$ cat src/awca_pkg.sv
// awca_pkg: shared types and constants of the alpha weighted color adjust block.
// Used by every module under src; depends on nothing.
package awca_pkg;

   localparam int PIX_W         = 32;
   localparam int CH_W          = 8;
   localparam int COORD_W       = 12;
   localparam int CFG_W         = 13;
   localparam int ROW_LIMIT     = 4096;
   localparam int MAX_WIDTH_DEF = 4096;
   localparam int SUM_W         = 10;
   localparam int NUM_W         = 18;
   localparam int STEP_W        = 5;
   localparam int CSR_ADDR_W    = 1;
   localparam int RSP_DATA_W    = 56;

   localparam logic [CSR_ADDR_W-1:0] CSR_IMAGE_WIDTH  = 1'b0;
   localparam logic [CSR_ADDR_W-1:0] CSR_IMAGE_HEIGHT = 1'b1;

   typedef struct packed {
      logic [COORD_W-1:0] col;
      logic [COORD_W-1:0] row;
      logic               adj;
      logic               last_col;
      logic               last_row;
      logic [PIX_W-1:0]   cur;
      logic [PIX_W-1:0]   upper;
      logic [PIX_W-1:0]   upper_left;
      logic [PIX_W-1:0]   left;
   } entry_type;

   typedef enum logic [2:0] {
      BK_IDLE,
      BK_SUM,
      BK_MUL,
      BK_DIV,
      BK_ADJ,
      BK_COL,
      BK_ROW
   } back_state_type;

   function automatic logic [CH_W-1:0] chan(input logic [PIX_W-1:0] px, input int k);
      chan = px[k*CH_W +: CH_W];
   endfunction

endpackage

$ cat src/awca_back.sv
// awca_back: computes the weighted colors with a bit-serial divider per channel
// and emits up to three results per entry through an output register. Depends on awca_pkg.
module awca_back (
   input  logic                              clock,
   input  logic                              reset,
   input  logic                              q_valid,
   input  awca_pkg::entry_type               q_data,
   output logic                              pop,
   output logic                              rsp_tvalid,
   input  logic                              rsp_tready,
   output logic [awca_pkg::RSP_DATA_W-1:0]   rsp_tdata,
   output logic                              rsp_tlast
);
   awca_pkg::back_state_type state_ff, state_in;
   awca_pkg::entry_type      e_ff;
   logic [awca_pkg::SUM_W-1:0]  sum_ff;
   logic [awca_pkg::SUM_W-1:0]  ax4;
   logic [awca_pkg::NUM_W-1:0]  num_ff [3];
   logic [awca_pkg::SUM_W-1:0]  rem_ff [3];
   logic [awca_pkg::STEP_W-1:0] step_ff;
   logic [awca_pkg::SUM_W:0]    trial [3];
   logic                        ge [3];
   logic                        out_free, load;
   logic [awca_pkg::COORD_W-1:0] o_col, o_row;
   logic [awca_pkg::PIX_W-1:0]  o_pix, adj_pix;
   logic                        o_last;
   logic [awca_pkg::RSP_DATA_W-1:0] o_data_ff;
   logic                        o_v_ff, o_last_ff;

   assign out_free = !o_v_ff || rsp_tready;

   always_comb begin
      ax4 = {awca_pkg::chan(e_ff.upper_left, 3), 2'b00};
      if (ax4 > sum_ff) begin
         ax4 = sum_ff;
      end
      for (int k = 0; k < 3; k++) begin
         trial[k] = {rem_ff[k], num_ff[k][awca_pkg::NUM_W-1]};
         ge[k]    = trial[k] >= {1'b0, sum_ff};
      end
      if (sum_ff == '0) begin
         adj_pix = e_ff.upper_left;
      end else begin
         adj_pix = {awca_pkg::chan(e_ff.upper_left, 3), num_ff[2][7:0],
                    num_ff[1][7:0], num_ff[0][7:0]};
      end
   end

   always_comb begin
      state_in = state_ff;
      case (state_ff)
         awca_pkg::BK_IDLE: begin
            if (q_valid) begin
               if (q_data.adj) begin
                  state_in = awca_pkg::BK_SUM;
               end else if (q_data.last_col) begin
                  state_in = awca_pkg::BK_COL;
               end else if (q_data.last_row) begin
                  state_in = awca_pkg::BK_ROW;
               end
            end
         end
         awca_pkg::BK_SUM: begin
            state_in = awca_pkg::BK_MUL;
         end
         awca_pkg::BK_MUL: begin
            state_in = (sum_ff == '0) ? awca_pkg::BK_ADJ : awca_pkg::BK_DIV;
         end
         awca_pkg::BK_DIV: begin
            if (step_ff == awca_pkg::STEP_W'(awca_pkg::NUM_W - 1)) begin
               state_in = awca_pkg::BK_ADJ;
            end
         end
         awca_pkg::BK_ADJ: begin
            if (out_free) begin
               if (e_ff.last_col) begin
                  state_in = awca_pkg::BK_COL;
               end else if (e_ff.last_row) begin
                  state_in = awca_pkg::BK_ROW;
               end else begin
                  state_in = awca_pkg::BK_IDLE;
               end
            end
         end
         awca_pkg::BK_COL: begin
            if (out_free) begin
               state_in = e_ff.last_row ? awca_pkg::BK_ROW : awca_pkg::BK_IDLE;
            end
         end
         awca_pkg::BK_ROW: begin
            if (out_free) begin
               state_in = awca_pkg::BK_IDLE;
            end
         end
         default: begin
            state_in = awca_pkg::BK_IDLE;
         end
      endcase
   end

   always_comb begin
      pop    = 1'b0;
      load   = 1'b0;
      o_col  = e_ff.col;
      o_row  = e_ff.row;
      o_pix  = e_ff.cur;
      o_last = 1'b1;
      case (state_ff)
         awca_pkg::BK_IDLE: begin
            pop = q_valid;
         end
         awca_pkg::BK_ADJ: begin
            load   = out_free;
            o_col  = e_ff.col - awca_pkg::COORD_W'(1);
            o_row  = e_ff.row - awca_pkg::COORD_W'(1);
            o_pix  = adj_pix;
            o_last = !(e_ff.last_col || e_ff.last_row);
         end
         awca_pkg::BK_COL: begin
            load   = out_free;
            o_row  = e_ff.row - awca_pkg::COORD_W'(1);
            o_pix  = e_ff.upper;
            o_last = !e_ff.last_row;
         end
         awca_pkg::BK_ROW: begin
            load = out_free;
         end
         default: begin
         end
      endcase
   end

   always_ff @(posedge clock) begin
      if (reset) begin
         state_ff <= awca_pkg::BK_IDLE;
         o_v_ff   <= 1'b0;
      end else begin
         state_ff <= state_in;
         if (load) begin
            o_v_ff <= 1'b1;
         end else if (rsp_tready) begin
            o_v_ff <= 1'b0;
         end
      end
   end

   always_ff @(posedge clock) begin
      if (pop) begin
         e_ff <= q_data;
      end
      if (load) begin
         o_data_ff <= {o_pix, o_row, o_col};
         o_last_ff <= o_last;
      end
      case (state_ff)
         awca_pkg::BK_SUM: begin
            sum_ff <= awca_pkg::SUM_W'(awca_pkg::chan(e_ff.upper_left, 3))
                    + awca_pkg::SUM_W'(awca_pkg::chan(e_ff.upper, 3))
                    + awca_pkg::SUM_W'(awca_pkg::chan(e_ff.left, 3))
                    + awca_pkg::SUM_W'(awca_pkg::chan(e_ff.cur, 3));
         end
         awca_pkg::BK_MUL: begin
            step_ff <= '0;
            for (int k = 0; k < 3; k++) begin
               num_ff[k] <= awca_pkg::NUM_W'(ax4 * awca_pkg::chan(e_ff.upper_left, k));
               rem_ff[k] <= '0;
            end
         end
         awca_pkg::BK_DIV: begin
            step_ff <= step_ff + awca_pkg::STEP_W'(1);
            for (int k = 0; k < 3; k++) begin
               rem_ff[k] <= ge[k] ? awca_pkg::SUM_W'(trial[k] - {1'b0, sum_ff})
                                  : trial[k][awca_pkg::SUM_W-1:0];
               num_ff[k] <= {num_ff[k][awca_pkg::NUM_W-2:0], ge[k]};
            end
         end
         default: begin
         end
      endcase
   end

   assign rsp_tvalid = o_v_ff;
   assign rsp_tdata  = o_data_ff;
   assign rsp_tlast  = o_last_ff;
endmodule
$ cat config.mk
export PLATFORM = sky130hd
export DESIGN_NAME = awca_back
export DESIGN_NICKNAME = d
export VERILOG_FILES = /design/src/awca_pkg.sv /design/src/awca_back.sv
export SDC_FILE = /design/constraint.sdc
export NUM_CORES = 1
export LEC_CHECK = 0
export BUFFER_PORTS_ARGS = -buffer_cell sky130_fd_sc_hd__buf_2
export CELL_PAD_IN_SITES_DETAIL_PLACEMENT = 1
export CELL_PAD_IN_SITES_GLOBAL_PLACEMENT = 1
export CORE_MARGIN = 1.5
export CORE_UTILIZATION = 25
export CTS_CLUSTER_SIZE = 30
export DETAILED_ROUTE_END_ITERATION = 10
export PLACE_DENSITY = 0.57
export SLEW_MARGIN = 20
export SYNTH_ARGS = -nofsm -noshare
export SYNTH_HDL_FRONTEND = slang
export SYNTH_SLANG_ARGS = --single-unit
export TNS_END_PERCENT = 1
$ cat constraint.sdc
create_clock -name clock -period 19.17 [get_ports clock]
set_input_delay 1.917 -clock clock [delete_from_list [all_inputs] [get_ports clock]]
set_output_delay 1.917 -clock clock [all_outputs]
set_load 0.02 [all_outputs]
==> out/metrics.yaml <==
cts:
  root_buffer: "clkbuf_16"
  cts.clk_slew.worst_paths_ns: 0.06
  clk_path_buf_depth: 3
  cts_num_sinks: 290
  numCtsBuffers: 35
  holdBufCountCts: 0
  cts_tree: "yes"
  htreeDepth: 2
  clock_latency_ns: 0.57
  postCtsSetupBuffers: 0
  cts_resized: 0
die:
  die_area_um2: 88300
  die_h_um: 297
  core-area_um2: 85400
  placementRows: 107
  dieWidth_um: 297
  io-pin-count: 218
  start_util_pct: 25.3
min_path:
  hp-class: "reg -> reg"
timing:
  tightest_slew_ns: 0.923
  fin_crit_sh_pct: 36.0
  max_freq_mhz: 145
  rsz0062_at_grt: "no"
  fin_setup_tns_ns: 0
  fin_crit_ns: 6.91
  drv_slew: 0
  hold_viol_final: 0
  slew_headroom_pct: 38.5
  fin_worst_skew_ns: 0.0346
  setup_viol: 0
final_layout:
  area_growth_pct: 15.3
  drive_gt1_share_pct: 13.9
  fillCellCount: 9732
  layout_common_cells: "edfxtp_1, inv_1, buf_2"
  final_common_cell: "edfxtp_1"
  layout.nets: 2643
routing:
  drcViolationCount: 0
  avgRoutedWirePerCell_um: 17.3
  detail-route-antenna-nets: 0
  vias: 15000
  first_pass_iters: 4
  viasPerCell: 4.52
  routed_wl_mm: 57.7
  drt_iter0_drc: 524
global_routing:
  use_met3_pct: 1.88
  grt_pass1_vias: 16600
  grt.overflow.total: 0
  antenna_found_initial: 5
  use_met1_pct: 16.2
  grt_max_degree: 68
  grt_pass1_wl_mm: 92.6
  top_usage_layer: "met2"
  grtUsageTotal_pct: 13.2
  use_met2_pct: 23.6
setup_path:
  critPathRequiredTime_ns: 19.47
  arrival_ns: 7.21
  path_class: "reg -> reg"
  endpoint: "num_ff[0][35]$_DFFE_PP_"
  crit_chain: "inv_1, ha_1, nand2_1, nor2_2, a21oi_2, a31oi_4, mux2i_2, buf_4, nand2b_1, fa_1, fa_1, inv_1, fa_1, inv_1, fa_1, inv_1, ha_1, o21a_1, o31a_1, a21oi_1, a32oi_1, xnor2_1, o21ai_0"
  crit_path_start_kind: "flop"
  crit_buf_inv: 5
  critPathMaxFanout: 24
  r2r-end: "num_ff[0][35]$_DFFE_PP_"
  rrSetupSlack_ns: 12.26
  worstSetupStartpoint: "sum_ff[9]$_DFFE_PP_"
  r2r_cells: 23
  end_kind: "flop"
  max_stage_delay_ns: 0.57
  crit_family: "adder cells"
  crit_cells: 23
  r2r-start: "sum_ff[9]$_DFFE_PP_"
  crit_slowest_cell: "fa_1"
placement:
  place_hpwl_mm: 42.9
  gp_congestion: 0.808
  portBuffers: 193
logic_synthesis:
  ys_ff_latch: 290
  syn-num-nets: 2479
  synth_cells: 1992
  syn_avg_cell_area_um2: 10.9
  ys_seq_area_share_pct: 40.1
  yosys.area.top_type: "edfxtp_1"
  mappedNetlistArea_um2: 21600
  synth.area.top_cells: "edfxtp_1, fa_1, ha_1"
  ys.flop_type: "edfxtp_1"
  synth-edff-count: 286
  async_reset_ff_share_pct: 0
  ys_types: 76
  yosys.area.top_type_share_pct: 39.7
  yosysWarnings: 0
status:
  status: "complete, no violations"
flow_run:
  drv_cap: 0
## metrics by stage
stage	utilization, %	instances	area (um^2)	hold slack, ns	setup slack (ns)
finish	29.2	3325	24900	0.519	12.26
global route	29.2	3325	24900	0.550	11.81
CTS	29.2	3323	24900	0.531	12.19
detailed placement	27.9	3263	23900	0.515	12.24
global placement	27.9	3263	23900	0.505	12.26
floorplan	-	1992	21600	0.495	1.70
## per-layer routing
metal,wire length (um),vias up
met5,0,-
met4,1380,0
met3,2140,79
met2,29600,192
met1,24600,7607
li1,-,7147
## layout make-up
class / count / area [um^2] / area share [%]
Antenna cell: 2 / 5.00 / 0.0201
Tap cell: 1144 / 1430 / 5.74
Timing Repair Buffer: 213 / 1120 / 4.48
Multi-Input combinational cell: 1402 / 11800 / 47.5
Clock buffer: 41 / 898 / 3.60
Sequential cell: 290 / 8670 / 34.8
Inverter: 214 / 803 / 3.22
Clock inverter: 19 / 159 / 0.638
## flip-flops by register name, indices dropped and copies added, names as in the netlist
register and cells:
e_ff 130, rsp_tdata 56, num_ff 54, rem_ff 30, sum_ff 10, step_ff 5, state_ff 3, rsp_tlast 1
rsp_tvalid 1
## worst register-to-register path, delay by kind of cell, from the launching register on
family	cells	cell delay [ns]
mux	1	0.31
simple gates	3	0.47
xor+xnor	1	0.17
compound gates	7	1.70
flops	1	0.44
fa+ha+maj	6	2.82
buf+inv	5	0.76
## synth_stat cells, types with 4 or more instances
| cell type | count |
|---|---|
| a211o_1 | 4 |
| a211oi_1 | 21 |
| a21o_1 | 22 |
| a21oi_1 | 99 |
| a311oi_1 | 4 |
| a31oi_1 | 10 |
| and2_1 | 78 |
| and2b_2 | 5 |
| and4_1 | 4 |
| buf_1 | 11 |
| buf_2 | 23 |
| clkbuf_1 | 47 |
| dfxtp_1 | 4 |
| edfxtp_1 | 286 |
| fa_1 | 163 |
| ha_1 | 165 |
| inv_1 | 213 |
| mux2i_1 | 40 |
| nand2_1 | 141 |
| nand2b_1 | 27 |
| nand3_1 | 24 |
| nand4_1 | 6 |
| nor2_1 | 118 |
| nor2b_1 | 139 |
| nor3_1 | 29 |
| nor4_1 | 8 |
| o211ai_1 | 11 |
| o21a_1 | 23 |
| o21ai_0 | 102 |
| o21bai_1 | 6 |
| o31a_1 | 7 |
| o31ai_1 | 6 |
| or2_2 | 5 |
| or3_1 | 4 |
| xnor2_1 | 40 |
| xor2_1 | 36 |
## logic make-up after synthesis
| group | Yosys count | share of synthesized area (%) |
|---|---|---|
| compound gates | 346 | 10.1 |
| xor+xnor | 76 | 3.08 |
| fa+ha+maj | 328 | 24.6 |
| buf+inv | 300 | 5.41 |
| flops | 290 | 40.1 |
| mux | 43 | 2.04 |
| simple gates | 609 | 14.6 |
## how the worst min path moves through the flow
stage	startpoint	slack, ns	endpoint	depth (start not counted)
after global routing	e_ff[98]$_DFFE_PP_	0.55	rsp_tdata[26]$_DFFE_PP_	2
final	e_ff[100]$_DFFE_PP_	0.52	rsp_tdata[28]$_DFFE_PP_	2
after floorplan	num_ff[0][48]$_DFFE_PP_	0.49	num_ff[0][49]$_DFFE_PP_	2
after detailed placement	e_ff[100]$_DFFE_PP_	0.51	rsp_tdata[28]$_DFFE_PP_	2
after CTS	e_ff[100]$_DFFE_PP_	0.53	rsp_tdata[28]$_DFFE_PP_	2
after global placement	e_ff[101]$_DFFE_PP_	0.51	rsp_tdata[29]$_DFFE_PP_	2
Power is left out: the tool's default activity adds up to more than one toggle a clock period on the data nets, which glitch-free logic cannot reach.
