File: config.mk
export PLATFORM = sky130hd
export DESIGN_NAME = awca_fifo
export DESIGN_NICKNAME = d
export VERILOG_FILES = /design/src/awca_pkg.sv /design/src/awca_fifo.sv
export SDC_FILE = /design/constraint.sdc
export NUM_CORES = 1
export LEC_CHECK = 0
export BUFFER_PORTS_ARGS = -buffer_cell sky130_fd_sc_hd__clkbuf_2
export CORE_ASPECT_RATIO = 1.1
export CORE_MARGIN = 5
export CORE_UTILIZATION = 30
export CTS_CLUSTER_SIZE = 8
export DETAILED_ROUTE_END_ITERATION = 16
export PLACE_DENSITY = 0.61
export SYNTH_ARGS = -nofsm -noshare
export SYNTH_HDL_FRONTEND = slang
export SYNTH_SLANG_ARGS = --single-unit
File: constraint.sdc
create_clock -name clock -period 8.42 [get_ports clock]
set_input_delay 0 -clock clock [delete_from_list [all_inputs] [get_ports clock]]
set_output_delay 0 -clock clock [all_outputs]
set_load 0.005 [all_outputs]
File: src/awca_pkg.sv
// awca_pkg: shared types and constants of the alpha weighted color adjust block.
// Used by every module under src; depends on nothing.
package awca_pkg;

   localparam int PIX_W         = 32;
   localparam int CH_W          = 8;
   localparam int COORD_W       = 12;
   localparam int CFG_W         = 13;
   localparam int ROW_LIMIT     = 4096;
   localparam int MAX_WIDTH_DEF = 4096;
   localparam int SUM_W         = 10;
   localparam int NUM_W         = 18;
   localparam int STEP_W        = 5;
   localparam int CSR_ADDR_W    = 1;
   localparam int RSP_DATA_W    = 56;

   localparam logic [CSR_ADDR_W-1:0] CSR_IMAGE_WIDTH  = 1'b0;
   localparam logic [CSR_ADDR_W-1:0] CSR_IMAGE_HEIGHT = 1'b1;

   typedef struct packed {
      logic [COORD_W-1:0] col;
      logic [COORD_W-1:0] row;
      logic               adj;
      logic               last_col;
      logic               last_row;
      logic [PIX_W-1:0]   cur;
      logic [PIX_W-1:0]   upper;
      logic [PIX_W-1:0]   upper_left;
      logic [PIX_W-1:0]   left;
   } entry_type;

   typedef enum logic [2:0] {
      BK_IDLE,
      BK_SUM,
      BK_MUL,
      BK_DIV,
      BK_ADJ,
      BK_COL,
      BK_ROW
   } back_state_type;

   function automatic logic [CH_W-1:0] chan(input logic [PIX_W-1:0] px, input int k);
      chan = px[k*CH_W +: CH_W];
   endfunction

endpackage

File: src/awca_fifo.sv
// awca_fifo: two-entry queue of classified pixels between front and back.
// Depends on awca_pkg for the entry type.
module awca_fifo (
   input  logic                clock,
   input  logic                reset,
   input  logic                push,
   input  awca_pkg::entry_type wr_data,
   output logic                full,
   input  logic                pop,
   output logic                not_empty,
   output awca_pkg::entry_type rd_data
);
   awca_pkg::entry_type slot_ff [2];
   logic       wp_ff, rp_ff;
   logic [1:0] cnt_ff;

   assign full      = (cnt_ff == 2'd2);
   assign not_empty = (cnt_ff != 2'd0);
   assign rd_data   = slot_ff[rp_ff];

   always_ff @(posedge clock) begin
      if (reset) begin
         wp_ff  <= 1'b0;
         rp_ff  <= 1'b0;
         cnt_ff <= 2'd0;
      end else begin
         if (push) begin
            wp_ff <= !wp_ff;
         end
         if (pop) begin
            rp_ff <= !rp_ff;
         end
         if (push && !pop) begin
            cnt_ff <= cnt_ff + 2'd1;
         end else if (pop && !push) begin
            cnt_ff <= cnt_ff - 2'd1;
         end
      end
   end

   always_ff @(posedge clock) begin
      if (push) begin
         slot_ff[wp_ff] <= wr_data;
      end
   end
endmodule

==> results.txt, run 1 <==
status: completed
global-route wire length before repair: 39,600 um
post-synthesis sequential area ratio: 0.821
Vias/cell: 4.20
antenna violations before repair: 1
CTS tree: done
post-synth cell types: 16
Hold Crit Class: in2reg
Skew-Pair Late Insertion Delay: 530 ps
most common cell in the netlist: edfxtp_1
routed len/inst: 16.5 um
worst setup path endpoint: rd_data[19]
largest area contributor in the netlist: edfxtp_1
Area Growth Syn to Fin: 42.4%
die height: 215 um
R2R Path Start: wp_ff
mux contribution to synthesized area: 0.152
PwrDens: 233 mW/mm2
clock skew: 7.36 ps
Setup-failing EPs final: 0
final worst path period share: 0.303
slowest library cell on the worst path: buf_4
max_cap viols: 0
VDD IR max: 0.163 mV
crit-path cells: buf_4 > mux2_2 > clkbuf_2
final hold violations: 0
die area: 0.0422 mm2
DRT iter0 DRCs: 224
crit path DAT: 2560 ps
first-pass iteration count of the detailed router: 5
Syn Nets: 664
Pwr Total: 3810 uW
Synth Area in Simple Gates: 0.00426
# H-tree levels: 2
max-slew violations: 0
via count: 6,436
CTS root buf: clkbuf_16
CP required: 8420 ps
reg-to-reg slack, setup: 6070 ps
I/O Pins: 316
Routed Antenna Nets: 0
worst-margin pin slew: 1040 ps
Synth top area share: 0.813
Cell Area, Synth: 0.0115 mm2
post-cts resize count: 0
Rows: 75
slew margin rel.: 0.306
RSZ-0062 raised after global routing: false
GRT Total Usage: 0.119
Worst Reg-to-Reg Cells: 2
Critical Path Sink Type: primary output
post-synthesis average cell area: 22.7 um2
FF-to-FF End: slot_ff[0][147]
complex-gate fraction of the synthesized area: 0.000874
top cells by count, synth: edfxtp_1 (310), mux2_2 (155), buf_6 (17), dfxtp_1 (5), nor2_1 (4)
initial core utilization: 0.302
dpl cell area: 0.0135 mm2
Worst Path Buf+Inv: 2
Max Fclk: 0.391 GHz
Adder-Cell Fraction of Synth Area: 0.00109
gp weighted congestion: 0.694
Final Cell Area: 0.0163 mm2
Max Root-Sink Buffers: 3
share of cells above drive strength 1: 0.511
clk sinks: 315
largest net degree at the start of global routing: 75
vias in the first global route: 7,297
IO Port Bufs: 315
Die W: 196 um
Core ar.: 0.0379 mm2
Post-synth EDFFs: 310
min Tclk post-route: 2560 ps
crit-path max cell delay: 770 ps
DP HPWL: 16,000 um
fin nets: 1,174
predominant post-synthesis flop cell: edfxtp_1
FFs w/ async S/R, synth: 0
Crit path depth: 3
Critical Path Fanout Max: 72
CP delay by family, top: buffers and inverters
final WL: 25,400 um
number of remaining DRC errors: 0
total global routing overflow: 0
Synth Warn #: 0
Seq cells post-synth: 315
clock slew at reported path FFs: 50 ps
Post-Syn Instances: 504
kind of critical path: reg2out
startpoint types: register
top cells by area, synth: edfxtp_1 (81%), mux2_2 (15%), buf_6 (1.7%)
leakage power: 0.00618 uW
TritonCTS Buffers: 45
combinational family with the most area after synthesis: multiplexers
XOR/XNOR Fraction of Synth Area: 0.00306
Setup TNS: 0 ps
## kinds of logic after synthesis
group           Yosys count
flops                   315
mux                     155
buf+inv                  18
simple gates              9
xor+xnor                  4
compound gates            2
fa+ha+maj                 1
## registers in the layout (all words and copies together) (netlist names), named ones only
signal and cells:
slot_ff 310, rp_ff 1, wp_ff 1, cnt_ff 2
## worst min path at each step
stage                             from  cells after the start         endpoint
after floorplan                  reset                      1        cnt_ff[1]
after global placement    wr_data[147]                      1  slot_ff[1][147]
after detailed placement  wr_data[104]                      1  slot_ff[0][104]
after CTS                 wr_data[104]                      2  slot_ff[0][104]
after global routing        wr_data[4]                      2    slot_ff[1][4]
final                       wr_data[4]                      2    slot_ff[0][4]
## cells in the final DEF (no fill, tap or decap)
cell type,netlist,routed
clkbuf_2,0,315
edfxtp_1,310,310
dlygate4sd3_1,0,159
mux2_2,155,155
clkbuf_16,0,45
clkbuf_1,0,17
buf_4,0,6
nor2_1,4,4
dfxtp_1,5,4
xor2_1,2,2
xnor2_1,2,2
diode_2,0,1
or2_2,1,1
and2_4,0,1
inv_1,1,1
and2b_2,1,1
nor2b_4,0,1
o21ai_0,1,1
or3_1,1,1
a21oi_1,1,1
ha_1,1,1
dfxtp_4,0,1
clkinv_1,0,1
clkinv_2,0,1
## area by class of cell
cell class	instances	area (um2)
Tap cell	500	626
Antenna cell	1	2.50
Clock inverter	2	8.76
Clock buffer	62	1190
Fill cell	3388	21600
Multi-Input combinational cell	171	1860
Inverter	1	3.75
Timing Repair Buffer	480	3210
Sequential cell	315	9410
## per-layer routing
layer	track usage	share of wire	up-vias
li1	-	-	3022
met1	0.131	0.38	3141
met2	0.209	0.51	218
met3	0.0392	0.076	55
met4	0.0547	0.035	0
met5	0	0	-
## where the power goes
| group | total [uW] | internal (uW) | switching, uW |
|---|---|---|---|
| registers | 1860 | 1840 | 23.9 |
| clock network | 1550 | 961 | 585 |
| logic | 402 | 215 | 186 |
## per-stage QoR
step	worst slack (ps)	instances	hold WS (ps)	util
final	5860	1532	200	0.430
after global routing	5680	1532	169	0.430
after CTS	5740	1531	149	0.430
after detailed placement	5970	1308	193	0.357
after global placement	6000	1308	188	0.357
after floorplan	559	504	69.1	-
## repair_timing
item | CTS | global route
setup buffers | 0 | 0
hold endpoints to repair | 315 | 0
hold buffers | 159 | 0
Power figures use the tool's default switching activity.
==> run 2, diff against run 1 <==
PLACE_DENSITY = 0.59   (was 0.61)
clock period = 2.55 ns   (was 8.42 ns; I/O delays follow)
==> results.txt, run 2 (synthesis results as in run 1) <==
status: completed
top flop regs: slot_ff (310), cnt_ff (2)
R2R Path Start: wp_ff
share of cells above drive strength 1: 0.522
dpl cell area: 0.0137 mm2
clk sinks: 315
clock share of power: 0.405
Hold Crit Class: in2reg
Int Pwr: 9980 uW
global-route wire length before repair: 40,300 um
PwrDens: 767 mW/mm2
number of remaining DRC errors: 0
metal2 WL: 13,300 um
Switching Fraction: 0.212
VDD IR max: 0.488 mV
top sig layer: met4
leakage power: 0.00626 uW
Post-CTS Setup Inserts: 0
commonest non-fill, non-tap cell in the layout: clkbuf_2
Sw Pwr: 2680 uW
DP HPWL: 16,800 um
TritonCTS Buffers: 45
fin worst setup slack: 445 ps
reg-to-reg slack, setup: 1010 ps
Max Fclk: 0.475 GHz
max reg flops: 310
FF-to-FF End: slot_ff[1][67]
RSZ-0062 raised after global routing: false
Final Cell Area: 0.0165 mm2
CTS tree: done
final worst path period share: 0.825
M1 WL: 10,200 um
min Tclk post-route: 2100 ps
Worst Hold Endpoint: slot_ff[1][144]
Critical Path Fanout Max: 46
GRT Total Usage: 0.122
Vias/cell: 4.22
Worst Reg-to-Reg Cells: 2
most frequent cells in the layout: clkbuf_2 (315), edfxtp_1 (310), dlygate4sd3_1 (159)
initial core utilization: 0.302
Rows: 75
final hold violations: 0
largest net degree at the start of global routing: 47
die height: 215 um
kind of critical path: reg2out
Critical Path Sink Type: primary output
crit path DAT: 2100 ps
max_cap viols: 0
Max Root-Sink Buffers: 3
routed len/inst: 16.9 um
startpoint types: register
IO Port Bufs: 315
I/O Pins: 316
largest reg by FF count: slot_ff
# H-tree levels: 2
via count: 6,484
CP required: 2550 ps
sequential power share: 0.485
vias in the first global route: 7,419
hold-critical path depth: 2
Core ar.: 0.0379 mm2
CTS root buf: clkbuf_16
fin nets: 1,184
clock slew at reported path FFs: 50 ps
fill count: 3,381
combinational power share: 0.109
max-slew violations: 0
slew margin rel.: 0.667
clock skew: 19.6 ps
Setup-failing EPs final: 0
die area: 0.0422 mm2
worst-margin pin slew: 499 ps
Min-Delay Startpoint: wr_data[144]
wire length on met3: 1780 um
Routed Antenna Nets: 0
Skew-Pair Late Insertion Delay: 540 ps
DP Worst Slack: 947 ps
total global routing overflow: 0
DRT iter0 DRCs: 194
Area Growth Syn to Fin: 44.0%
first-pass iteration count of the detailed router: 4
final WL: 26,000 um
antenna violations before repair: 2
gp weighted congestion: 0.724
Die W: 196 um
-- run 2: stage by stage --
| step | utilization | hold WS, ps | power [uW] | setup TNS (ps) | instances |
|---|---|---|---|---|---|
| after global placement | 0.361 | 189 | 7420 | 0 | 1318 |
| after floorplan | - | 65.0 | 6840 | -102830 | 504 |
| after detailed placement | 0.361 | 192 | 7450 | 0 | 1318 |
| final | 0.435 | 179 | 12700 | 0 | 1537 |
| after CTS | 0.435 | 133 | 12900 | 0 | 1535 |
| after global routing | 0.435 | 160 | 13200 | 0 | 1537 |
-- run 2: cell type report --
type                       count  area (um2)  share of cell area
sequential                   315        9410               0.571
timing repair buffer         490        3390               0.205
multi-input combinational    171        1860               0.113
clock buffer                  55        1170              0.0712
tap                          500         626              0.0379
clock inverter                 3        21.3             0.00129
antenna                        2        5.00            0.000303
inverter                       1        3.75            0.000228
-- run 2: timing repair --
| action | in CTS | in global routing |
|---|---|---|
| hold buffers | 159 | 0 |
| hold endpoints to repair | 318 | 0 |
| resized for setup | 0 | 0 |
-- run 2: how the worst max path moves through the flow --
stage,to,slack (ps),depth (start not counted)
2_1_floorplan,slot_ff[0][0],-490,1
5_1_grt,rd_data[52],320,3
4_1_cts,rd_data[10],330,3
6_report,rd_data[52],450,3
3_5_place_dp,rd_data[10],950,3
3_3_place_gp,rd_data[52],960,3
-- run 2: critical path: stages, from the launching register on --
cell      delay, ps
dfxtp_4         660
buf_12          330
mux2_2          410
clkbuf_2        130
-- run 2: power by group through the flow --
stage / sequential [uW] / clock [uW] / combinational (uW)
global placement: 6230 / 0 / 1190
global route: 6160 / 5560 / 1500
floorplan: 6220 / 0 / 620
finish: 6140 / 5130 / 1380
CTS: 6150 / 5340 / 1420
detailed placement: 6240 / 0 / 1200
-- run 2: metal layers --
layer	track usage	vias up
met5	0	-
met4	0.0517	0
met3	0.0371	46
met2	0.213	210
met1	0.137	3177
li1	-	3051
==> run 3, diff against run 2 <==
PLACE_DENSITY = 0.61   (was 0.59)
clock period = 1.7 ns   (was 2.55 ns; I/O delays follow)
==> results.txt, run 3 (synthesis results as in run 1) <==
status: finished with violations
violated checks: setup timing
GRT Total Usage: 0.138
Max Fclk: 0.544 GHz
VDD IR max: 0.814 mV
kind of critical path: reg2out
Vias/cell: 4.34
metal2 WL: 16,300 um
Area Growth Syn to Fin: 58.9%
number of remaining DRC errors: 0
slew margin rel.: 0.833
die area: 0.0422 mm2
Skew-Pair Late Insertion Delay: 540 ps
clk sinks: 315
Rows: 75
fin worst setup slack: -139 ps
final hold violations: 0
first-pass iteration count of the detailed router: 6
PwrDens: 1100 mW/mm2
RSZ-0062 raised after global routing: true
final WL: 31,000 um
largest reg by FF count: slot_ff
antenna violations before repair: 2
Finished Core Util: 0.480
largest net degree at the start of global routing: 36
total global routing overflow: 0
CP required: 1700 ps
worst-margin pin slew: 251 ps
TritonCTS Buffers: 45
die height: 215 um
max reg flops: 310
fin nets: 1,238
top sig layer: met4
Die W: 196 um
startpoint types: register
Core ar.: 0.0379 mm2
top flop regs: slot_ff (310), cnt_ff (2)
commonest non-fill, non-tap cell in the layout: edfxtp_1
final worst path period share: 1.08
Sequential Area: 0.00941 mm2
gp weighted congestion: 0.745
multi-input logic area: 0.00235 mm2
fill count: 3,154
min Tclk post-route: 1840 ps
clock slew at reported path FFs: 50 ps
final non-filler cell total: 1,584
Pwr Total: 20,100 uW
Setup-failing EPs final: 142
clock skew: 14.2 ps
crit path DAT: 1840 ps
vias in the first global route: 7,781
global-route wire length before repair: 44,800 um
initial core utilization: 0.302
# H-tree levels: 2
Hold Crit Class: in2reg
via count: 6,877
Max Root-Sink Buffers: 3
most frequent cells in the layout: edfxtp_1 (310), clkbuf_2 (283), dlygate4sd3_1 (159)
IO Port Bufs: 315
CTS root buf: clkbuf_16
DP HPWL: 18,100 um
max-slew violations: 0
wire length on met3: 1730 um
M1 WL: 12,100 um
Routed Antenna Nets: 0
Critical Path Fanout Max: 7
DP Worst Slack: 371 ps
reg-to-reg slack, setup: 380 ps
max_cap viols: 0
I/O Pins: 316
routed len/inst: 19.6 um
DRT iter0 DRCs: 199
leakage power: 0.00730 uW
Inst Count DP: 1,340
share of cells above drive strength 1: 0.550
CTS tree: done
Critical Path Sink Type: primary output
## run 3: cell types whose count changed in the layout (fill, tap and decap cells not counted), sizes merged
cell,previous run,this run
buf,16,92
clkbuf,370,342
inv,3,2
## run 3: final cells by class
type / instances / area share
tap: 500 / 0.0344
timing repair buffer: 544 / 0.253
inverter: 1 / 0.000206
antenna: 2 / 0.000275
sequential: 315 / 0.517
multi-input combinational: 171 / 0.129
clock inverter: 2 / 0.000756
clock buffer: 49 / 0.0650
## run 3: final timing paths
| check | startpoint | endpoint | depth (start not counted) |
|---|---|---|---|
| worst max-delay path | register | rd_data[71] | 5 |
| worst min-delay path | wr_data[140] | slot_ff[0][140] | 2 |
| worst max register to register | wp_ff | slot_ff[0][20] | 3 |
| worst min register to register | cnt_ff[1] | cnt_ff[1] | 2 |
## run 3: worst max-delay path, cell delays in order, from the launching register on
cell       delay (ps)
dfxtp_4           390
buf_12            140
buf_16            160
clkbuf_16         170
mux2_4            310
buf_6             120
## run 3: per-stage QoR
step	area (um2)	hold WS (ps)	TNS [ps]
after global routing	18200	164	-23570
after global placement	14000	189	0
after detailed placement	14000	192	0
after floorplan	11500	65.0	-366330
final	18200	188	-12420
after CTS	17700	133	-21400
## run 3: routing by layer
| layer | up-vias | track usage |
|---|---|---|
| met3 | 60 | 0.0313 |
| met1 | 3425 | 0.163 |
| met4 | 0 | 0.0640 |
| li1 | 3161 | - |
| met2 | 231 | 0.237 |
| met5 | - | 0 |
## run 3: repair_timing
item	in CTS	in global routing
setup buffers	13	3
resized for setup	142	86
cloned	8	10
endpoints found under the hold margin	315	0
setup endpoints to repair	155	155
hold buffers	159	0
## run 3: power breakdown
group	internal [uW]	leakage (uW)	switching [uW]
Sequential	9090	0.00295	129
Clock	4820	0.000590	2970
Combinational	1840	0.00375	1230
Total	15800	0.00730	4330
